===== src/rtl/core/aesc_pkg.sv =====
package aesc_pkg;

  // Bracket depth counter width and its saturation point
  localparam int unsigned DEPTH_BITS = 8;
  localparam logic [DEPTH_BITS-1:0] DEPTH_MAX = {DEPTH_BITS{1'b1}};
  localparam logic [DEPTH_BITS-1:0] DEPTH_ONE = DEPTH_BITS'(1);

  // Character codes
  localparam logic [15:0] CH_OPEN  = 16'h0028;
  localparam logic [15:0] CH_CLOSE = 16'h0029;
  localparam logic [15:0] CH_DOT   = 16'h002E;
  localparam logic [15:0] CH_SPACE = 16'h0020;
  localparam logic [15:0] CH_PLUS  = 16'h002B;
  localparam logic [15:0] CH_MINUS = 16'h002D;
  localparam logic [15:0] CH_STAR  = 16'h002A;
  localparam logic [15:0] CH_SLASH = 16'h002F;
  localparam logic [15:0] CH_ZERO  = 16'h0030;
  localparam logic [15:0] CH_ONE   = 16'h0031;
  localparam logic [15:0] CH_NINE  = 16'h0039;

  // Verdict and error codes
  localparam logic [3:0] VERDICT_OK        = 4'd0;
  localparam logic [3:0] VERDICT_EMPTY     = 4'd1;
  localparam logic [3:0] VERDICT_MALFORMED = 4'd2;
  localparam logic [3:0] VERDICT_NUM_ONLY  = 4'd3;
  localparam logic [3:0] VERDICT_MULTI_DOT = 4'd4;
  localparam logic [3:0] VERDICT_TWO_OPS   = 4'd5;
  localparam logic [3:0] VERDICT_ZERO_DIV  = 4'd6;
  localparam logic [3:0] VERDICT_UNBAL     = 4'd7;
  localparam logic [3:0] VERDICT_TOO_DEEP  = 4'd8;
  localparam logic [3:0] VERDICT_MAX       = VERDICT_TOO_DEEP;

  // Pending check on the next non-space character
  typedef enum logic [1:0] {
    LA_NONE  = 2'd0,
    LA_OPEN  = 2'd1,
    LA_CLOSE = 2'd2,
    LA_OP    = 2'd3
  } lookahead_t;

  // Per-expression scan state
  typedef struct packed {
    logic [DEPTH_BITS-1:0] bracket_depth;
    logic                  first_char_done;
    logic                  first_char_bad;
    logic                  saw_operator_char;
    logic                  in_number_run;
    logic                  dot_seen_in_run;
    lookahead_t            lookahead_kind;
    logic                  divide_pending;
    logic                  zero_divisor_scan;
    logic                  dot_error_deferred;
    logic [3:0]            first_error;
  } scan_state_t;

  localparam scan_state_t SCAN_CLEAR = '{
    bracket_depth:      '0,
    first_char_done:    1'b0,
    first_char_bad:     1'b0,
    saw_operator_char:  1'b0,
    in_number_run:      1'b0,
    dot_seen_in_run:    1'b0,
    lookahead_kind:     LA_NONE,
    divide_pending:     1'b0,
    zero_divisor_scan:  1'b0,
    dot_error_deferred: 1'b0,
    first_error:        VERDICT_OK
  };

  // Keep the earliest error
  function automatic logic [3:0] rec_err(logic [3:0] cur, logic [3:0] code);
    return (cur == VERDICT_OK) ? code : cur;
  endfunction

endpackage


===== src/rtl/core/aesc_step.sv =====
module aesc_step (
  input  aesc_pkg::scan_state_t st,
  input  logic [15:0]           char_code,
  input  logic                  last_char,
  input  logic                  empty_expr,
  output aesc_pkg::scan_state_t st_nxt,
  output logic                  has_result,
  output logic [3:0]            verdict
);

  logic                  is_dig;
  logic                  is_zero;
  logic                  is_dot;
  logic                  is_space;
  logic                  is_open;
  logic                  is_close;
  logic                  is_plus;
  logic                  is_minus;
  logic                  is_star;
  logic                  is_slash;
  logic                  is_op;

  // Classify the incoming character
  always_comb begin
    is_dig    = (char_code >= aesc_pkg::CH_ZERO) && (char_code <= aesc_pkg::CH_NINE);
    is_zero   = (char_code == aesc_pkg::CH_ZERO);
    is_dot    = (char_code == aesc_pkg::CH_DOT);
    is_space  = (char_code == aesc_pkg::CH_SPACE);
    is_open   = (char_code == aesc_pkg::CH_OPEN);
    is_close  = (char_code == aesc_pkg::CH_CLOSE);
    is_plus   = (char_code == aesc_pkg::CH_PLUS);
    is_minus  = (char_code == aesc_pkg::CH_MINUS);
    is_star   = (char_code == aesc_pkg::CH_STAR);
    is_slash  = (char_code == aesc_pkg::CH_SLASH);
    is_op     = is_plus | is_minus | is_star | is_slash;
  end

  // Advance the scan state by one character and form the verdict
  always_comb begin
    aesc_pkg::scan_state_t s;
    s          = st;
    has_result = 1'b0;
    verdict    = aesc_pkg::VERDICT_OK;

    if (empty_expr) begin
      s          = aesc_pkg::SCAN_CLEAR;
      has_result = 1'b1;
      verdict    = aesc_pkg::VERDICT_EMPTY;
    end else begin
      // First character check
      if (!s.first_char_done) begin
        s.first_char_done = 1'b1;
        s.first_char_bad  = !(is_open | is_dig | is_minus | is_dot);
      end
      if (is_op | is_open | is_close | is_dot | is_space) begin
        s.saw_operator_char = 1'b1;
      end

      // Close an open zero divisor scan
      if (s.zero_divisor_scan && !is_zero && !is_dot && !is_space) begin
        s.zero_divisor_scan = 1'b0;
        if (is_dig) begin
          if (s.dot_error_deferred) begin
            s.first_error = aesc_pkg::rec_err(s.first_error, aesc_pkg::VERDICT_MULTI_DOT);
          end
        end else begin
          s.first_error = aesc_pkg::rec_err(s.first_error, aesc_pkg::VERDICT_ZERO_DIV);
        end
        s.dot_error_deferred = 1'b0;
      end

      if (is_space) begin
        s.in_number_run = 1'b0;
      end else begin
        // Pending lookahead check
        case (s.lookahead_kind)
          aesc_pkg::LA_OPEN: begin
            if (is_plus | is_star | is_slash | is_close) begin
              s.first_error = aesc_pkg::rec_err(s.first_error, aesc_pkg::VERDICT_MALFORMED);
            end
          end
          aesc_pkg::LA_CLOSE: begin
            if (is_dig | is_open | is_dot) begin
              s.first_error = aesc_pkg::rec_err(s.first_error, aesc_pkg::VERDICT_MALFORMED);
            end
          end
          aesc_pkg::LA_OP: begin
            if (is_op | is_close) begin
              s.first_error = aesc_pkg::rec_err(s.first_error, aesc_pkg::VERDICT_TWO_OPS);
            end else if (s.divide_pending && is_zero) begin
              s.zero_divisor_scan = 1'b1;
            end
          end
          default: ;
        endcase
        s.lookahead_kind = aesc_pkg::LA_NONE;
        s.divide_pending = 1'b0;

        // Illegal character
        if (!is_dig && !is_op && !is_open && !is_close && !is_dot) begin
          s.first_error = aesc_pkg::rec_err(s.first_error, aesc_pkg::VERDICT_MALFORMED);
        end

        if (is_dig | is_dot) begin
          // Track dots within a number
          if (!s.in_number_run) begin
            s.in_number_run   = 1'b1;
            s.dot_seen_in_run = is_dot;
          end else if (is_dot) begin
            if (s.dot_seen_in_run) begin
              if (s.zero_divisor_scan) begin
                s.dot_error_deferred = 1'b1;
              end else begin
                s.first_error = aesc_pkg::rec_err(s.first_error,
                                                  aesc_pkg::VERDICT_MULTI_DOT);
              end
            end
            s.dot_seen_in_run = 1'b1;
          end
        end else begin
          s.in_number_run = 1'b0;
          if (is_open) begin
            if (s.bracket_depth >= aesc_pkg::DEPTH_MAX) begin
              s.first_error = aesc_pkg::rec_err(s.first_error, aesc_pkg::VERDICT_TOO_DEEP);
            end else begin
              s.bracket_depth = s.bracket_depth + aesc_pkg::DEPTH_ONE;
            end
            s.lookahead_kind = aesc_pkg::LA_OPEN;
          end else if (is_close) begin
            if (s.bracket_depth == '0) begin
              s.first_error = aesc_pkg::rec_err(s.first_error, aesc_pkg::VERDICT_MALFORMED);
            end else begin
              s.bracket_depth = s.bracket_depth - aesc_pkg::DEPTH_ONE;
            end
            s.lookahead_kind = aesc_pkg::LA_CLOSE;
          end else if (is_op) begin
            s.lookahead_kind = aesc_pkg::LA_OP;
            s.divide_pending = is_slash;
          end
        end
      end

      // Final character: resolve the verdict and clear for the next expression
      if (last_char) begin
        if (s.zero_divisor_scan) begin
          s.first_error = aesc_pkg::rec_err(s.first_error, aesc_pkg::VERDICT_ZERO_DIV);
        end
        has_result = 1'b1;
        if (s.first_char_bad) begin
          verdict = aesc_pkg::VERDICT_MALFORMED;
        end else if (!(is_close | is_dig | is_dot)) begin
          verdict = aesc_pkg::VERDICT_MALFORMED;
        end else if (!s.saw_operator_char) begin
          verdict = aesc_pkg::VERDICT_NUM_ONLY;
        end else if (s.first_error != aesc_pkg::VERDICT_OK) begin
          verdict = s.first_error;
        end else if (s.bracket_depth != '0) begin
          verdict = aesc_pkg::VERDICT_UNBAL;
        end else begin
          verdict = aesc_pkg::VERDICT_OK;
        end
        s = aesc_pkg::SCAN_CLEAR;
      end
    end

    st_nxt = s;
  end

endmodule


===== src/rtl/core/arith_expression_syntax_checker_top.sv =====
// Infix expression syntax checker: takes one character per request and returns one
// verdict request after the character flagged last_char, or at once for an empty_expr
// request. One character is accepted every cycle unless input is stalled; the verdict is
// registered and appears in the cycle after its final character is accepted. The scan
// state is a single register updated by one pass of compare-and-flag logic per character,
// and a one-entry result register decouples the output: input is stalled only while that
// register holds a verdict the consumer has not taken.
module arith_expression_syntax_checker_top (
  input  logic        clk,
  input  logic        rst_n,
  input  logic        in_valid,
  output logic        in_ready,
  input  logic [15:0] in_char_code,
  input  logic        in_last_char,
  input  logic        in_empty_expr,
  output logic        out_valid,
  input  logic        out_ready,
  output logic [3:0]  out_verdict
);

  aesc_pkg::scan_state_t scan_r;
  aesc_pkg::scan_state_t scan_nxt;
  logic                  has_result;
  logic [3:0]            verdict_nxt;
  logic                  out_valid_r;
  logic [3:0]            out_verdict_r;
  logic                  in_acc;

  // Accept whenever the result register is free or being drained
  assign in_ready = !out_valid_r || out_ready;
  assign in_acc   = in_valid && in_ready;

  aesc_step u_step (
    .st         (scan_r),
    .char_code  (in_char_code),
    .last_char  (in_last_char),
    .empty_expr (in_empty_expr),
    .st_nxt     (scan_nxt),
    .has_result (has_result),
    .verdict    (verdict_nxt)
  );

  // Advance scan state on each accepted request
  always_ff @(posedge clk) begin
    if (!rst_n) begin
      scan_r <= aesc_pkg::SCAN_CLEAR;
    end else if (in_acc) begin
      scan_r <= scan_nxt;
    end
  end

  // Hold the verdict until taken
  always_ff @(posedge clk) begin
    if (!rst_n) begin
      out_valid_r <= 1'b0;
    end else if (in_acc) begin
      out_valid_r <= has_result;
    end else if (out_ready) begin
      out_valid_r <= 1'b0;
    end
  end

  always_ff @(posedge clk) begin
    if (in_acc && has_result) begin
      out_verdict_r <= verdict_nxt;
    end
  end

  assign out_valid   = out_valid_r;
  assign out_verdict = out_verdict_r;

endmodule


===== config.mk =====
export PLATFORM = sky130hd
export DESIGN_NAME = arith_expression_syntax_checker_top
export DESIGN_NICKNAME = d
export VERILOG_FILES = /design/src/rtl/core/aesc_pkg.sv /design/src/rtl/core/aesc_step.sv /design/src/rtl/core/arith_expression_syntax_checker_top.sv
export SDC_FILE = /design/constraint.sdc
export NUM_CORES = 1
export LEC_CHECK = 0
export BUFFER_PORTS_ARGS = -buffer_cell sky130_fd_sc_hd__buf_2
export CORE_UTILIZATION = 54
export DETAILED_ROUTE_END_ITERATION = 8
export GPL_TIMING_DRIVEN = 0
export PLACE_DENSITY_LB_ADDON = 0.25
export SLEW_MARGIN = 20
export SYNTH_ARGS = -nofsm -noshare
export SYNTH_HDL_FRONTEND = slang
export SYNTH_HIERARCHICAL = 1
export SYNTH_SLANG_ARGS = --single-unit

===== constraint.sdc =====
create_clock -name clk -period 2.6 [get_ports clk]
set_input_delay 0.26 -clock clk [delete_from_list [all_inputs] [get_ports clk]]
set_output_delay 0.26 -clock clk [all_outputs]
set_load 0.03 [all_outputs]

==> key figures, run 1 <==
Status
  – Violated checks: setup timing
  – Run status: finished with violations

Route
  – Sum of routed wire length over all layers: 6834 µm
  – Via density per instance: 6.260
  – Number of detailed-routing iterations run before antenna repair: 5
  – Total length of routed met2 wires: ~3400 µm
  – Initial DRC count: 178
  – Top routing layer in use: met4
  – Remaining antenna violation count: 0
  – Total routed wire length on the met1 layer: ~3000 µm
  – Routed length on met3: approximately 350 µm
  – Routed wirelength normalized by instance count: approximately 16 µm
  – Remaining routing DRC violations: 0
  – Vias: roughly 2,600

Setup path
  – Data arrival time of the worst path: between 2 and 3 ns
  – Cell with the most instances on the worst path: sky130_fd_sc_hd__a211oi_2
  – Highest net fanout along the worst path: 3
  – Cell chain of the critical path: or4_4 > or4b_4 > o22ai_2 > a211oi_2 > a211oi_2 > nand4_2 > o21ai_2 > a21oi_1
  – CP Data Required Time: approximately 2.6 ns
  – Kind of end point of the critical path: register
  – Combined buffer and inverter count along the critical path: 0
  – Crit path kind: register to register
  – Critical-path cell with the highest stage delay: sky130_fd_sc_hd__or4_4
  – Top delay family on crit path: simple AND/OR/NAND/NOR gates
  – Category of the worst setup path launch point: register
  – Biggest cell delay along the critical path: 0.57 ns

Timing
  – RSZ-0062 raised after global routing: true
  – Worst-Margin Slew: between 0.7 and 0.8 ns
  – Worst hold slack: about 0.27 ns
  – Final Hold Violating Endpoints: 0
  – Worst-case setup margin in the final layout: -0.1130 ns
  – Final-report setup violation count: 3
  – Largest clock skew in the final design: ~0.011 ns
  – Max Slew Vio Count: 0
  – Headroom to the max-slew limit: about half
  – Max frequency: between 0.3 and 0.4 GHz
  – Post-route minimum period: approximately 2.7 ns
  – Post-route fraction of the period consumed by the critical path: 104.3%

Pwr
  – Reported net switching power: around 250 µW
  – Cell-internal power: around 600 µW
  – Static leakage: about 1.1 nW
  – Seq pwr share: about 51%
  – Clock share of power: between 20% and 30%
  – Total power of the final layout: ~850 µW
  – Worst IR drop on VDD: approximately 250 µV
  – Power density relative to cell area: between 200 and 300 nW/µm²
  – Logic pwr share: roughly a fifth
  – Sw Ratio: slightly below 30%

Logic synthesis
  – Synthesized area per cell: about 7.5 µm²
  – Number of warning messages in the yosys log: 6
  – Cell area after synthesis: around 2500 µm²
  – Number of enable flip-flop cells after synthesis: 4
  – Part of the Yosys area used for sequential elements: between 20% and 30%
  – Post-synthesis cell type count: between 60 and 70
  – Mapped Cells: 333
  – Number of register bits inferred by synthesis: 27
  – Synth Flop Type: sky130_fd_sc_hd__dfxtp_1
  – Net count of the mapped netlist: ~360
  – Proportion of synthesized flip-flops having asynchronous set or reset: 0%

Global route
  – First-pass GRT wire length: between 10,000 and 15,000 µm
  – Number of antenna violations at the first check in global routing: 0
  – Via count of the first global-routing pass: about 2,500
  – Overall track demand over capacity in global routing: between 20 and 30%
  – Global route total overflow: 0
  – Largest net degree at the start of global routing: 17

Final layout
  – Final design utilization: between 60 and 70%
  – Fillcell total: around 400
  – Share of layout cells above drive strength 1: approximately 21%
  – Layout Cells excl Fill: 420
  – Number of nets in the final layout: slightly below 400
  – Number of diodes: 0
  – P&R area growth vs syn: 15.26%

Die
  – Top-level I/O count: 28
  – Starting density of the core: a little under three fifths
  – DIE WIDTH: between 70 and 80 µm
  – Die Ht: about 70 µm
  – Core region area: approximately 4400 µm²
  – Site Rows: 24
  – DIE AREA: 4908 µm²

Clock network
  – Post-CTS Hold Fix Bufs: 0
  – Clock sink total: 27
  – CTS clock-pin slew for the worst setup and hold paths: 0.10 ns
  – Clock latency at the later pin of the worst-skew pair: approximately 0.29 ns
  – Clock tree from TritonCTS: yes
  – Clock buffer count from CTS: 3
  – CTS Root Cell: sky130_fd_sc_hd__clkbuf_8
  – Clock buffer depth: 2
  – Depth of the CTS H-tree: 1

Placement
  – Number of port buffers: 25
  – RePlAce Congestion: between 0.8 and 0.9
  – Number of placed instances, taps included: a little over 400
  – Post-placement worst setup slack: -0.3585 ns
  – Detailed placement HPWL: about 5000 µm

Job
  – MaxCap Viol Count: 0

Worst hold path
  – Worst min-delay path class: input pin to register
-- worst register-to-register path, delay by kind of cell (launching register included) --
kind	cells	cell delay, ns
AO/OA/AOI/OAI	5	0.76
flip-flops	1	0.36
AND/OR/NAND/NOR	3	1.32
-- kinds of logic after synthesis --
logic type      count (synthesis)  share of synthesized area [%]
simple gates                  173                          37.72
compound gates                 70                          19.26
buf+inv                        31                          6.803
flops                          27                          23.21
mux                            26                          10.41
fa+ha+maj                       4                          1.901
xor+xnor                        2                         0.7005
-- layout by cell type, fill, tap and decap left out, types with 7 or more instances in the layout --
master                     netlist  final
sky130_fd_sc_hd__a21oi_1        19     19
sky130_fd_sc_hd__and3_1          7      7
sky130_fd_sc_hd__buf_2           5     30
sky130_fd_sc_hd__clkbuf_1       11      9
sky130_fd_sc_hd__dfxtp_1        23     18
sky130_fd_sc_hd__inv_1          10     10
sky130_fd_sc_hd__mux2i_1        26     26
sky130_fd_sc_hd__nand2_1        57     57
sky130_fd_sc_hd__nand2b_1        7      7
sky130_fd_sc_hd__nand3_1         9      7
sky130_fd_sc_hd__nor2_1         36     35
sky130_fd_sc_hd__nor3_1         13     13
sky130_fd_sc_hd__o21ai_0        10     10
-- flip-flops by register name, summed over array words and instances, names as in the netlist --
name,count
out_valid,1
out_verdict,4
scan_r,22
-- cells in the mapped netlist (7+ instances only) --
| cell type | number | area share [%] |
|---|---|---|
| sky130_fd_sc_hd__a21oi_1 | 19 | 3.8 |
| sky130_fd_sc_hd__and3_1 | 7 | 1.8 |
| sky130_fd_sc_hd__clkbuf_1 | 11 | 1.7 |
| sky130_fd_sc_hd__dfxtp_1 | 23 | 18 |
| sky130_fd_sc_hd__inv_1 | 10 | 1.5 |
| sky130_fd_sc_hd__mux2i_1 | 26 | 10 |
| sky130_fd_sc_hd__nand2_1 | 57 | 8.6 |
| sky130_fd_sc_hd__nand2b_1 | 7 | 1.8 |
| sky130_fd_sc_hd__nand3_1 | 9 | 1.8 |
| sky130_fd_sc_hd__nor2_1 | 36 | 5.4 |
| sky130_fd_sc_hd__nor3_1 | 13 | 2.6 |
| sky130_fd_sc_hd__o21ai_0 | 10 | 2.0 |
-- final cells by class --
class / instances / area [µm²] / share of cell area (%)
Tap cell: 52 / 65.06 / 2.257
Clock buffer: 3 / 41.29 / 1.432
Sequential cell: 27 / 591.8 / 20.53
Clock inverter: 1 / 7.507 / 0.2604
Multi-Input combinational cell: 275 / 1834 / 63.63
Inverter: 10 / 37.54 / 1.302
Timing Repair Buffer: 31 / 170.2 / 5.903
Buffer: 21 / 135.1 / 4.688
-- metrics by stage --
stage / cell area (µm²) / TNS (ns)
CTS: 2789 / -0.1508
floorplan: 2501 / 0
global route: 2883 / -0.5589
finish: 2883 / -0.2807
global placement: 2691 / -1.328
detailed placement: 2691 / -1.433
-- path summary, 6_finish.rpt --
| path | slack, ns | end | cells past startpoint | start |
|---|---|---|---|---|
| min | 0.27 | out_valid | 3 | in_valid |
| min reg2reg | 0.46 | scan_r[19] | 2 | scan_r[19] |
| max | -0.11 | out_verdict[2] | 8 | scan_r[17] |
| max reg2reg | -0.11 | out_verdict[2] | 8 | scan_r[17] |
-- power by group through the flow --
stage / clock, mW / combinational [mW] / sequential (mW)
global placement: 0 / 0.154 / 0.443
finish: 0.253 / 0.162 / 0.432
detailed placement: 0 / 0.157 / 0.443
global route: 0.274 / 0.175 / 0.432
floorplan: 0 / 0.0959 / 0.452
CTS: 0.259 / 0.157 / 0.432
-- timing repair --
action	4_1_cts	5_1_grt
gates resized for setup	7	19
endpoints found under the setup margin	4	6
pin swaps	9	5
cloned	0	0
setup buffers	4	2
-- per-layer routing --
layer,vias up,global-route usage [%]
met5,-,0
met4,0,10.44
met3,26,3.896
met2,113,48.82
met1,1207,36.45
li1,1283,-
No activity file was read; power rests on OpenSTA's default activity.
==> run 2, diff against run 1 <==
CAP_MARGIN = 20   (was default)
CORE_UTILIZATION = 59   (was 54)
clock period = 2.5 ns   (was 2.6 ns; I/O delays follow)
==> key figures, run 2 (synthesis results as in run 1) <==
Pwr
  – Power density relative to cell area: 309.9 nW/µm² (+5.5%)
  – Worst IR drop on VDD: 360.3 µV (+44%)
  – Static leakage: 1.027 nW (-3.3%)

Route
  – Vias: 2,633 (+0.15%)
  – Sum of routed wire length over all layers: 6987 µm (+2.2%)
  – Remaining routing DRC violations: 0 (unchanged)
  – Via density per instance: 6.329 (+1.1%)
  – Initial DRC count: 245 (+38%)
  – Routed wirelength normalized by instance count: 16.80 µm (+3.2%)
  – Remaining antenna violation count: 0 (unchanged)
  – Number of detailed-routing iterations run before antenna repair: 5 (unchanged)

Final layout
  – Number of diodes: 0 (unchanged)
  – Register with the most flip-flops: scan_r
  – Share of layout cells above drive strength 1: 19.67% (-1.8 points)
  – Number of flip-flops in the largest register: 22 (unchanged)
  – Fillcell total: 358 (-11%)
  – Leading cell types in the layout, fill and taps excluded: sky130_fd_sc_hd__nand2_1, sky130_fd_sc_hd__nor2_1, sky130_fd_sc_hd__buf_2, sky130_fd_sc_hd__mux2i_1
  – P&R area growth vs syn: 13.11%
  – Number of nets in the final layout: 392 (-0.51%)
  – Most frequent standard cell in the layout excluding fill and tap cells: sky130_fd_sc_hd__nand2_1

Clock network
  – Clock buffer depth: 2 (unchanged)
  – Clock latency at the later pin of the worst-skew pair: 0.28 ns (about the same)
  – CTS clock-pin slew for the worst setup and hold paths: 0.10 ns (about the same)
  – Post-CTS Hold Fix Bufs: 0 (unchanged)
  – CTS Root Cell: sky130_fd_sc_hd__clkbuf_8
  – Depth of the CTS H-tree: 1 (unchanged)
  – Clock buffer count from CTS: 3 (unchanged)
  – Clock tree from TritonCTS: yes
  – Clock sink total: 27 (unchanged)

Timing
  – Final Hold Violating Endpoints: 0 (unchanged)
  – RSZ-0062 raised after global routing: true
  – Post-route fraction of the period consumed by the critical path: 107.8% (+3.5 points)
  – Max Slew Vio Count: 0 (unchanged)
  – Worst-case setup margin in the final layout: -0.1962 ns (-0.08321 ns)
  – Worst-Margin Slew: 0.8444 ns (+0.1034 ns)
  – Largest clock skew in the final design: 0.003340 ns (-0.007838 ns)
  – Max frequency: 0.3709 GHz (+0.62%)
  – Final-report setup violation count: 3 (unchanged)
  – Post-route minimum period: 2.696 ns (-0.01679 ns)
  – Setup TNS: -0.4996 ns (-0.2189 ns)
  – Headroom to the max-slew limit: 43.11% (-7.0 points)

Die
  – Starting density of the core: 62.08% (+5.4 points)
  – DIE AREA: 4504 µm² (-8.2%)
  – Core region area: 4029 µm² (-8.7%)
  – Die Ht: 67.11 µm (-4.2%)
  – Site Rows: 23 (-4.2%)
  – Top-level I/O count: 28 (unchanged)
  – DIE WIDTH: 67.11 µm (-4.2%)

Setup path
  – Critical-path cell with the highest stage delay: sky130_fd_sc_hd__or4b_4
  – Highest net fanout along the worst path: 4 (+1)
  – Top delay family on crit path: simple AND/OR/NAND/NOR gates
  – Biggest cell delay along the critical path: 0.56 ns (about the same)
  – Combined buffer and inverter count along the critical path: 0 (unchanged)
  – CP startpoint: scan_r[17]
  – Worst reg2reg startpoint: scan_r[17]
  – Kind of end point of the critical path: register
  – Data arrival time of the worst path: 2.73 ns (about the same)
  – Crit path kind: register to register
  – Category of the worst setup path launch point: register
  – Cell chain of the critical path: or4_4 > or4b_4 > a2bb2oi_2 > nand3_1 > a211oi_2 > nand4_2 > o21ai_1 > a21oi_1
  – CP Data Required Time: 2.54 ns (-0.08 ns)
  – Reg2reg setup slack: -0.20 ns (-0.08 ns)

Job
  – MaxCap Viol Count: 0 (unchanged)

Placement
  – RePlAce Congestion: 0.9510 (+7.2%)
  – Detailed placement HPWL: 5206 µm (+4.5%)
  – Number of port buffers: 25 (unchanged)
  – Post-placement worst setup slack: -0.4707 ns (-0.1122 ns)

Global route
  – Overall track demand over capacity in global routing: 31.87% (+3.3 points)
  – First-pass GRT wire length: 10,860 µm (-4.8%)
  – Largest net degree at the start of global routing: 17 (unchanged)
  – Number of antenna violations at the first check in global routing: 0 (unchanged)
  – Global route total overflow: 0 (unchanged)
  – Via count of the first global-routing pass: 2,317 (-6.6%)

Worst hold path
  – Start point of the worst min-delay path: in_valid
  – Worst min-delay path class: input pin to register

Status
  – Run status: finished with violations
  – Violated checks: setup timing
==> run 2: layer usage <==
layer	GRT usage [%]	vias to the layer above	share of wire [%]
met2	52.38	123	46
li1	-	1278	-
met5	0	-	0
met1	43.60	1219	45
met4	9.840	0	1.6
met3	2.911	13	7.3
==> run 2: repair_timing <==
| action | in CTS | in global routing |
|---|---|---|
| gates resized for setup | 9 | 10 |
| pin swaps | 7 | 6 |
| setup buffers | 4 | 1 |
| cloned | 0 | 0 |
| setup endpoints to repair | 6 | 9 |
| hold endpoints to repair | 0 | 0 |
==> run 2: metrics by stage <==
step	hold WS (ns)	cell area [µm²]	util (%)	std cells	total power [mW]
2_1_floorplan	0.4283	2501	-	333	0.5698
3_3_place_gp	0.4445	2689	66.74	408	0.6210
3_5_place_dp	0.4530	2689	66.74	408	0.6233
4_1_cts	0.2757	2785	69.13	415	0.8730
5_1_grt	0.2833	2829	70.22	416	0.9060
6_report	0.2694	2829	70.22	416	0.8768
==> run 2: worst paths after layout <==
path	endpoint	cells past startpoint
worst max-delay path	out_verdict[1]	8
worst min-delay path	out_valid	3
worst max register to register	out_verdict[1]	8
worst min register to register	scan_r[12]	2
==> run 2: final cells by class <==
class                   instances  area, µm²  area share (%)
repair buffers                 30      162.7           5.750
clock inverters                 1      7.507          0.2654
multi-input cells             275       1803           63.73
clock buffers                   3      41.29           1.460
flip-flops and latches         27      591.8           20.92
well taps                      50      62.56           2.211
plain buffers                  20      122.6           4.334
inverters                      10      37.54           1.327
==> run 2: power breakdown <==
part	switching, mW	internal (mW)
Sequential	0.00392	0.445
Combinational	0.104	0.0644
Clock	0.146	0.114
Total	0.254	0.623
==> run 2: worst register-to-register path, delay by kind of cell (launching register included) <==
family / cells / cell delay (ns)
DFF: 1 / 0.36
AOI/OAI and AO/OA: 4 / 0.70
and+or+nand+nor: 4 / 1.39
==> run 3, diff against run 2 <==
CORE_MARGIN = 2   (was default)
==> key figures, run 3 (synthesis results as in run 1) <==
Status
  – Run status: finished with violations
  – Violated checks: setup timing

Final layout
  – P&R area growth vs syn: 14.46%
  – Number of diodes: 0 (unchanged)
  – Share of layout cells above drive strength 1: 20.60% (+0.92 points)
  – Number of flip-flops in the largest register: 22 (unchanged)
  – Most frequent standard cell in the layout excluding fill and tap cells: sky130_fd_sc_hd__nand2_1
  – Number of nets in the final layout: 395 (+0.77%)
  – Leading cell types in the layout, fill and taps excluded: sky130_fd_sc_hd__nand2_1, sky130_fd_sc_hd__nor2_1, sky130_fd_sc_hd__buf_2, sky130_fd_sc_hd__mux2i_1, sky130_fd_sc_hd__a21oi_1
  – Layout Cells excl Fill: 419 (+0.72%)
  – Register with the most flip-flops: scan_r

Die
  – Die Ht: 69.11 µm (+3.0%)
  – Top-level I/O count: 28 (unchanged)
  – Site Rows: 23 (unchanged)
  – DIE AREA: 4776 µm² (+6.0%)
  – Core region area: 4029 µm² (unchanged)
  – Starting density of the core: 62.08% (unchanged)
  – DIE WIDTH: 69.11 µm (+3.0%)

Clock network
  – CTS clock-pin slew for the worst setup and hold paths: 0.10 ns (about the same)
  – CTS Root Cell: sky130_fd_sc_hd__clkbuf_8
  – Clock buffer count from CTS: 3 (unchanged)
  – Clock latency at the later pin of the worst-skew pair: 0.28 ns (about the same)
  – Clock tree from TritonCTS: yes
  – Clock sink total: 27 (unchanged)
  – Clock buffer depth: 2 (unchanged)
  – Depth of the CTS H-tree: 1 (unchanged)
  – Post-CTS Hold Fix Bufs: 0 (unchanged)

Setup path
  – Category of the worst setup path launch point: register
  – CP Data Required Time: 2.54 ns (about the same)
  – Crit path kind: register to register
  – Data arrival time of the worst path: 2.76 ns (+0.03 ns)
  – Kind of end point of the critical path: register
  – Highest net fanout along the worst path: 3 (-1)

Route
  – Vias: 2,695 (+2.4%)
  – Routed wirelength normalized by instance count: 16.84 µm (+0.29%)
  – Number of detailed-routing iterations run before antenna repair: 5 (unchanged)
  – Initial DRC count: 311 (+27%)
  – Sum of routed wire length over all layers: 7058 µm (+1.0%)
  – Remaining antenna violation count: 0 (unchanged)
  – Remaining routing DRC violations: 0 (unchanged)
  – Via density per instance: 6.432 (+1.6%)

Timing
  – Max frequency: 0.3676 GHz (-0.88%)
  – Max Slew Vio Count: 0 (unchanged)
  – Post-route minimum period: 2.720 ns (+0.02400 ns)
  – Final Hold Violating Endpoints: 0 (unchanged)
  – Worst-case setup margin in the final layout: -0.2202 ns (-0.02400 ns)
  – Worst-Margin Slew: 0.7607 ns (-0.08376 ns)
  – Largest clock skew in the final design: 0.004742 ns (+0.001401 ns)
  – Final-report setup violation count: 3 (unchanged)
  – RSZ-0062 raised after global routing: true
  – Post-route fraction of the period consumed by the critical path: 108.8% (+0.96 points)
  – Headroom to the max-slew limit: 48.75% (+5.6 points)

Global route
  – Global route total overflow: 0 (unchanged)
  – Overall track demand over capacity in global routing: 29.63% (-2.2 points)
  – Via count of the first global-routing pass: 2,429 (+4.8%)
  – Number of antenna violations at the first check in global routing: 0 (unchanged)
  – Largest net degree at the start of global routing: 17 (unchanged)
  – First-pass GRT wire length: 11,850 µm (+9.2%)

Worst hold path
  – Worst min-delay path class: input pin to register

Pwr
  – Power density relative to cell area: 307.3 nW/µm² (-0.87%)
  – Total power of the final layout: 879.6 µW (+0.32%)
  – Static leakage: 1.051 nW (+2.3%)
  – Worst IR drop on VDD: 328.2 µV (-8.9%)

Job
  – MaxCap Viol Count: 0 (unchanged)

Placement
  – Number of placed instances, taps included: 408 (unchanged)
  – Detailed placement HPWL: 5113 µm (-1.8%)
  – Number of port buffers: 25 (unchanged)
  – RePlAce Congestion: 0.8916 (-6.2%)
run 3: path summary, 6_finish.rpt:
path / end / startpoint / slack (ns) / cells after the start
hold reg to reg: scan_r[6] / scan_r[6] / 0.46 / 2
setup reg to reg: out_verdict[1] / scan_r[17] / -0.22 / 8
setup / recovery: out_verdict[1] / scan_r[17] / -0.22 / 8
hold / removal: out_verdict[0] / in_empty_expr / 0.27 / 3
run 3: worst max-delay path, cell delays in order (launching register included):
cell and delay (ns):
sky130_fd_sc_hd__dfxtp_4 0.36, sky130_fd_sc_hd__or4_4 0.57, sky130_fd_sc_hd__or4b_4 0.57, sky130_fd_sc_hd__a2bb2oi_2 0.17, sky130_fd_sc_hd__nand3_1 0.12, sky130_fd_sc_hd__a211oi_2 0.26, sky130_fd_sc_hd__nand4_2 0.18, sky130_fd_sc_hd__o21ai_1 0.17
sky130_fd_sc_hd__a21oi_1 0.09
run 3: per-layer routing:
layer,vias to the layer above,track usage [%],share of wire (%)
met1,1249,41.53,44
met4,0,6.536,1.3
met2,153,49.15,46
li1,1279,-,-
met3,14,3.216,8.4
met5,-,0,0
run 3: where the power goes:
group	switching, mW	leakage (nW)	total [mW]	internal [mW]
sequential	0.00401	0.228	0.449	0.445
clock	0.148	0.0217	0.261	0.114
combinational	0.105	0.801	0.170	0.0645
run 3: stage by stage:
step | setup TNS (ns) | area [µm²] | setup WS (ns) | hold slack (ns) | utilization (%)
after floorplan | 0 | 2501 | 0.004602 | 0.4283 | -
after global placement | -2.119 | 2689 | -0.4739 | 0.4433 | 66.74
after detailed placement | -2.478 | 2689 | -0.5162 | 0.4546 | 66.74
after CTS | -0.5803 | 2845 | -0.1993 | 0.2775 | 70.62
after global routing | -0.7098 | 2863 | -0.2589 | 0.2892 | 71.06
final | -0.5607 | 2863 | -0.2202 | 0.2731 | 71.06
run 3: timing repair:
item / CTS / global route
endpoints found under the setup margin: 6 / 9
setup buffers: 10 / 1
resized for setup: 9 / 11
pin swaps: 8 / 4
run 3: cell type report:
cell class / count / area [µm²]
buffer: 21 / 133.9
clock buffer: 3 / 41.29
clock inverter: 1 / 7.507
fill: 351 / 1166
inverter: 10 / 37.54
multi-input combinational: 275 / 1809
sequential: 27 / 593.1
tap: 50 / 62.56
timing repair buffer: 32 / 177.7
